`src/design/ptmq_ram.sv`:
```
// Generic simple dual-port RAM with registered read.
module ptmq_ram #(
   parameter int WIDTH = 8,
   parameter int DEPTH = 256
) (
   input  logic                     clock,
   input  logic                     wr_en,
   input  logic [$clog2(DEPTH)-1:0] wr_addr,
   input  logic [WIDTH-1:0]         wr_data,
   input  logic [$clog2(DEPTH)-1:0] rd_addr,
   output logic [WIDTH-1:0]         rd_data
);

   logic [WIDTH-1:0] mem [DEPTH];
   logic [WIDTH-1:0] rd_data_ff;

   always_ff @(posedge clock) begin
      if (wr_en) begin
         mem[wr_addr] <= wr_data;
      end
      rd_data_ff <= mem[rd_addr];
   end

   assign rd_data = rd_data_ff;

endmodule
```
`config.mk`:
```
export PLATFORM = sky130hd
export DESIGN_NAME = ptmq_ram
export DESIGN_NICKNAME = d
export VERILOG_FILES = /design/src/design/ptmq_ram.sv
export SDC_FILE = /design/constraint.sdc
export NUM_CORES = 2
export LEC_CHECK = 0
export BUFFER_PORTS_ARGS = -buffer_cell sky130_fd_sc_hd__buf_4
export CORE_ASPECT_RATIO = 1.25
export CORE_MARGIN = 2
export CORE_UTILIZATION = 25
export DETAILED_ROUTE_END_ITERATION = 12
export GPL_TIMING_DRIVEN = 0
export PLACE_DENSITY_LB_ADDON = 0.12
export SYNTH_ARGS = -nofsm -noshare
export SYNTH_HDL_FRONTEND = slang
export SYNTH_SLANG_ARGS = --single-unit
export TNS_END_PERCENT = 100
```
`constraint.sdc`:
```
create_clock -name clock -period 2.4 [get_ports clock]
set_clock_uncertainty 0.1 [all_clocks]
set_input_delay 0 -clock clock [delete_from_list [all_inputs] [get_ports clock]]
set_output_delay 0 -clock clock [all_outputs]
set_load 0.05 [all_outputs]
```
-- After elaboration in Yosys (flattened, before gate mapping)
Memories as Yosys holds them, arrays and structs flattened. A register that Yosys moved wholly into a read port is not among the register bits.
Cells that the tools add are included.
- register bits: 0
- bits in latches: 0
- bits in writable memories: 2048
- memory bits (read-only): 0
- input bits: 26
- memories kept: 1
- memories (name ; depth ; width ; rd ports ; clocked after Yosys merged registers in ; wr ports ; line ; RTL):
    mem ; 256 ; 8 ; 1 ; 1 ; 1 ; 14 ; logic [WIDTH-1:0] mem [DEPTH];
- $add $sub $neg: 0
- multipliers: 0
- div/mod/pow operators: 0
- $lt $le $gt $ge: 0
- eq/ne operators: 0
- shift operators: 0
- mux-type cells: 2
- bitwise gates (word level): 0
- reduce and logical (&&, ||, !) cells: 0
- operators with widths (operator ; count):
    $mux W1 ; 2

-- Logic depth before layout (Yosys ltp)
- word-level depth: 2
- depth in mapped cells: 11
- depth with buffers taken out: 6

-- Worst setup path before layout
No wires, ideal clock.
- kind: input -> register
- start point: in rd_addr[0]
- end point: reg rd_data_ff[2] (netlist: rd_data[2]), read port of mem
- library setup time: 131 ps
- arrival time: 1807 ps
- data required time: 2169 ps
- slack: 362 ps
- cell stages on the path: 9
- path buffers: 4
- path through: buf_6 > buf_12 > buf_8 > buf_2 > mux4_2 > a22oi_1 > a21oi_1 > nor4_1 > nor4_2
- RTL lines (item ; line ; RTL):
    start: declaration ; 10 ; input logic [$clog2(DEPTH)-1:0] rd_addr,
    end: declaration ; 15 ; logic [WIDTH-1:0] rd_data_ff;

==> results by group <==
Clock network
  – Clk sink count: 2,056
  – Skew-Pair Late Insertion Delay: roughly 0.9 ns
  – CTS root buffer: clkbuf_16
  – CTS buffer count: between 200 and 250
  – Clock-pin slew on the worst setup and hold paths: around 0.06 ns
  – Clock Path Buffers: 4
  – H-Tree Level Count: 4
  – CTS tree: done

Floorplanning
  – Core Rows: around 230
  – Die height: between 600 and 700 um
  – Die X: 509 um
  – Die footprint: ~320,000 um2
  – # IOs: 34
  – Core box area: about 320,000 um2
  – Initial Utilization: between 20% and 30%

Timing
  – Period utilization: 114%
  – RSZ-0062 raised after global routing: true
  – Relative slew slack: 8.84%
  – Time the worst path needs with I/O delays and setup: between 2 and 3 ns
  – Count of final setup violators: 54
  – Final hold violation count: 0
  – Least-Margin Pin Slew: roughly 1.4 ns
  – Hold Slack: about 0.032 ns
  – Setup TNS: -2.73 ns
  – Slack of the critical path: -0.348 ns
  – Slew Viols, Final: 0
  – Fmax achieved: between 300 and 400 MHz

Placement
  – Placed Instances: 7,997
  – Buffers on Ports: 26
  – GPL Wtd Cong: approximately 0.88
  – Setup Slack @ Placement: -2.88 ns
  – HPWL after detailed placement: roughly 210,000 um
  – Area post-placement: about 86,000 um2

Layout
  – Layout cells sized above 1: about 29%
  – Fin cells: 8,445
  – Fin util: 29.8%
  – Final-stage net count: 4,087
  – Final Cell Area: 94,500 um2
  – Area Growth Syn to Fin: 18.8%

Global routing
  – Largest net degree at the start of global routing: 145
  – Initial antenna violation count: 21
  – Vias in the first global route: approximately 42k
  – Grt ovf: 0
  – Global-route wire length before repair: between 400,000 and 500,000 um
  – GRT Total Usage: between 10% and 20%

Logic synthesis
  – EDFF count, synth: between 2k and 2.5k
  – Ys Warns: 0
  – Seq cells post-synth: roughly 2k
  – Syn_area_per_cell: 21.3 um2
  – FFs w/ async S/R, synth: 0%
  – Top FF cell, synth: edfxtp_1
  – Mapped Cells: 3,733
  – Synthesized area: around 80,000 um2
  – Synth unique cells: 55
  – Syn nets: 3,759
  – Seq/Total Area, Yosys: 77.5%

Outcome
  – Outcome: finished, violations left
  – Failing checks: negative setup slack

Critical path
  – Worst endpoint required time: 3.04 ns
  – Worst Setup Start Kind: primary input
  – Critical path arrival: between 3 and 4 ns
  – CP max stage delay: between 0.6 and 0.7 ns
  – Cell Chain, Critical Path: buf_2, buf_4, or2b_1, clkbuf_1, o221ai_1, o22ai_1, o32ai_2, nor3_2, nor4_4
  – Slowest cell on crit path: o32ai_2
  – Crit path max-delay family: compound AO/OA/AOI/OAI gates
  – Setup Crit Path Kind: in2reg
  – CP bufs+invs: 3
  – Peak fanout along the critical path: 10
  – Kind of end point of the critical path: flip-flop

Power
  – Worst-case vdd ir drop: ~0.00057 V
  – Pwr dens: 823 nW/um2
  – Pwr Total: 77.8 mW
  – P_leak: 28.4 nW

Route
  – WL/cell: approximately 36 um
  – Final WL: about 300,000 um
  – Antenna violation net count after detailed routing: 0
  – DRT iter0 DRCs: approximately 4.4k
  – DRC: 0
  – Pre-Repair DR Iteration Count: 5
  – DR vias: between 40k and 50k
  – Mean number of vias per cell: between 4 and 5

Min path
  – Worst min path class: in2reg

Flow run
  – Maxcap violations: 0
-- state kept, by name (all words and copies together) (netlist names) --
signal,cells
mem,2048
rd_data,8
-- final timing paths --
kind,start,end,slack [ns],cells past startpoint
max,rd_addr[1],rd_data[3]$_DFF_P_,-0.35,9
min,wr_data[5],mem[63][5]$_DFFE_PP_,0.03,3
max reg2reg,mem[27][5]$_DFFE_PP_,rd_data[5]$_DFF_P_,-0.33,6
min reg2reg,mem[246][1]$_DFFE_PP_,rd_data[1]$_DFF_P_,1.20,6
-- tightest hold or removal path, cell delays in order --
cell           delay, ns
dlygate4sd3_1       0.57
buf_8               0.14
buf_12              0.16
-- cells by family (layout without fill, tap and decap cells) --
group           count (synthesis)  after routing  share of synthesized area (%)
flops                        2056           2056                           77.5
mux                           591            591                           14.6
simple gates                  466            466                           2.63
compound gates                385            385                           3.42
buf+inv                       235            739                           1.83
other cells                     0             14                              0
-- placed cells by master, fill, tap and decap left out, drive strengths merged, types with 10 or more instances in the layout --
master / netlist / routed
a211oi: 16 / 16
a21oi: 96 / 96
a221oi: 14 / 14
a22oi: 133 / 133
buf: 122 / 201
clkbuf: 111 / 402
clkinv: 1 / 93
diode: 0 / 14
dlygate4sd3: 0 / 23
edfxtp: 2048 / 2048
mux2i: 134 / 134
mux4: 456 / 456
nand2: 33 / 33
nand3: 34 / 34
nand4: 10 / 10
nor2: 282 / 282
nor2b: 31 / 31
nor3: 22 / 22
nor4: 27 / 27
o211ai: 10 / 10
o21ai: 12 / 12
o221ai: 47 / 47
o22ai: 28 / 28
-- synthesized netlist by cell type (13+ instances only) --
cell type	number	area [um2]
o22ai_1	28	175
nand3_1	34	170
buf_6	21	236
buf_8	13	195
mux2i_1	134	1340
buf_1	22	82.6
buf_4	27	203
a22oi_1	133	998
nor2_1	282	1060
nor4_1	24	150
nor3_1	22	110
a21oi_1	96	480
a221oi_1	13	114
o221ai_1	46	403
a211oi_1	16	120
buf_2	31	155
clkbuf_1	111	417
edfxtp_1	2048	61500
nand2_1	33	124
mux4_2	454	10200
nor2b_1	31	194
-- power breakdown --
group | internal (mW) | switching [mW]
logic | 1.53 | 3.63
clock network | 18.3 | 14.8
registers | 39.6 | 0.0232
total | 59.4 | 18.4
-- area by class of cell --
type	count	area, um2
Sequential cell	2056	61700
Fill cell	31000	222000
Buffer	231	1770
Timing Repair Buffer	103	1500
Inverter	2	7.51
Multi-Input combinational cell	1442	17500
Tap cell	4194	5250
Clock buffer	292	5960
Clock inverter	111	797
Antenna cell	14	35.0
-- repair_timing --
action                                  4_1_cts  5_1_grt
pin swaps                                    27       16
hold endpoints to repair                   1749        0
resized for setup                           298       75
endpoints found under the setup margin      602      389
buffers inserted                              7        5
hold buffers                                 24        0
-- metal layers --
| layer | track usage (%) | wire length, um |
|---|---|---|
| met1 | 22.9 | 121000 |
| met2 | 32.4 | 155000 |
| met3 | 2.97 | 14900 |
| met4 | 7.77 | 13800 |
| met5 | 0 | 33 |
Power figures use the tool's default switching activity.
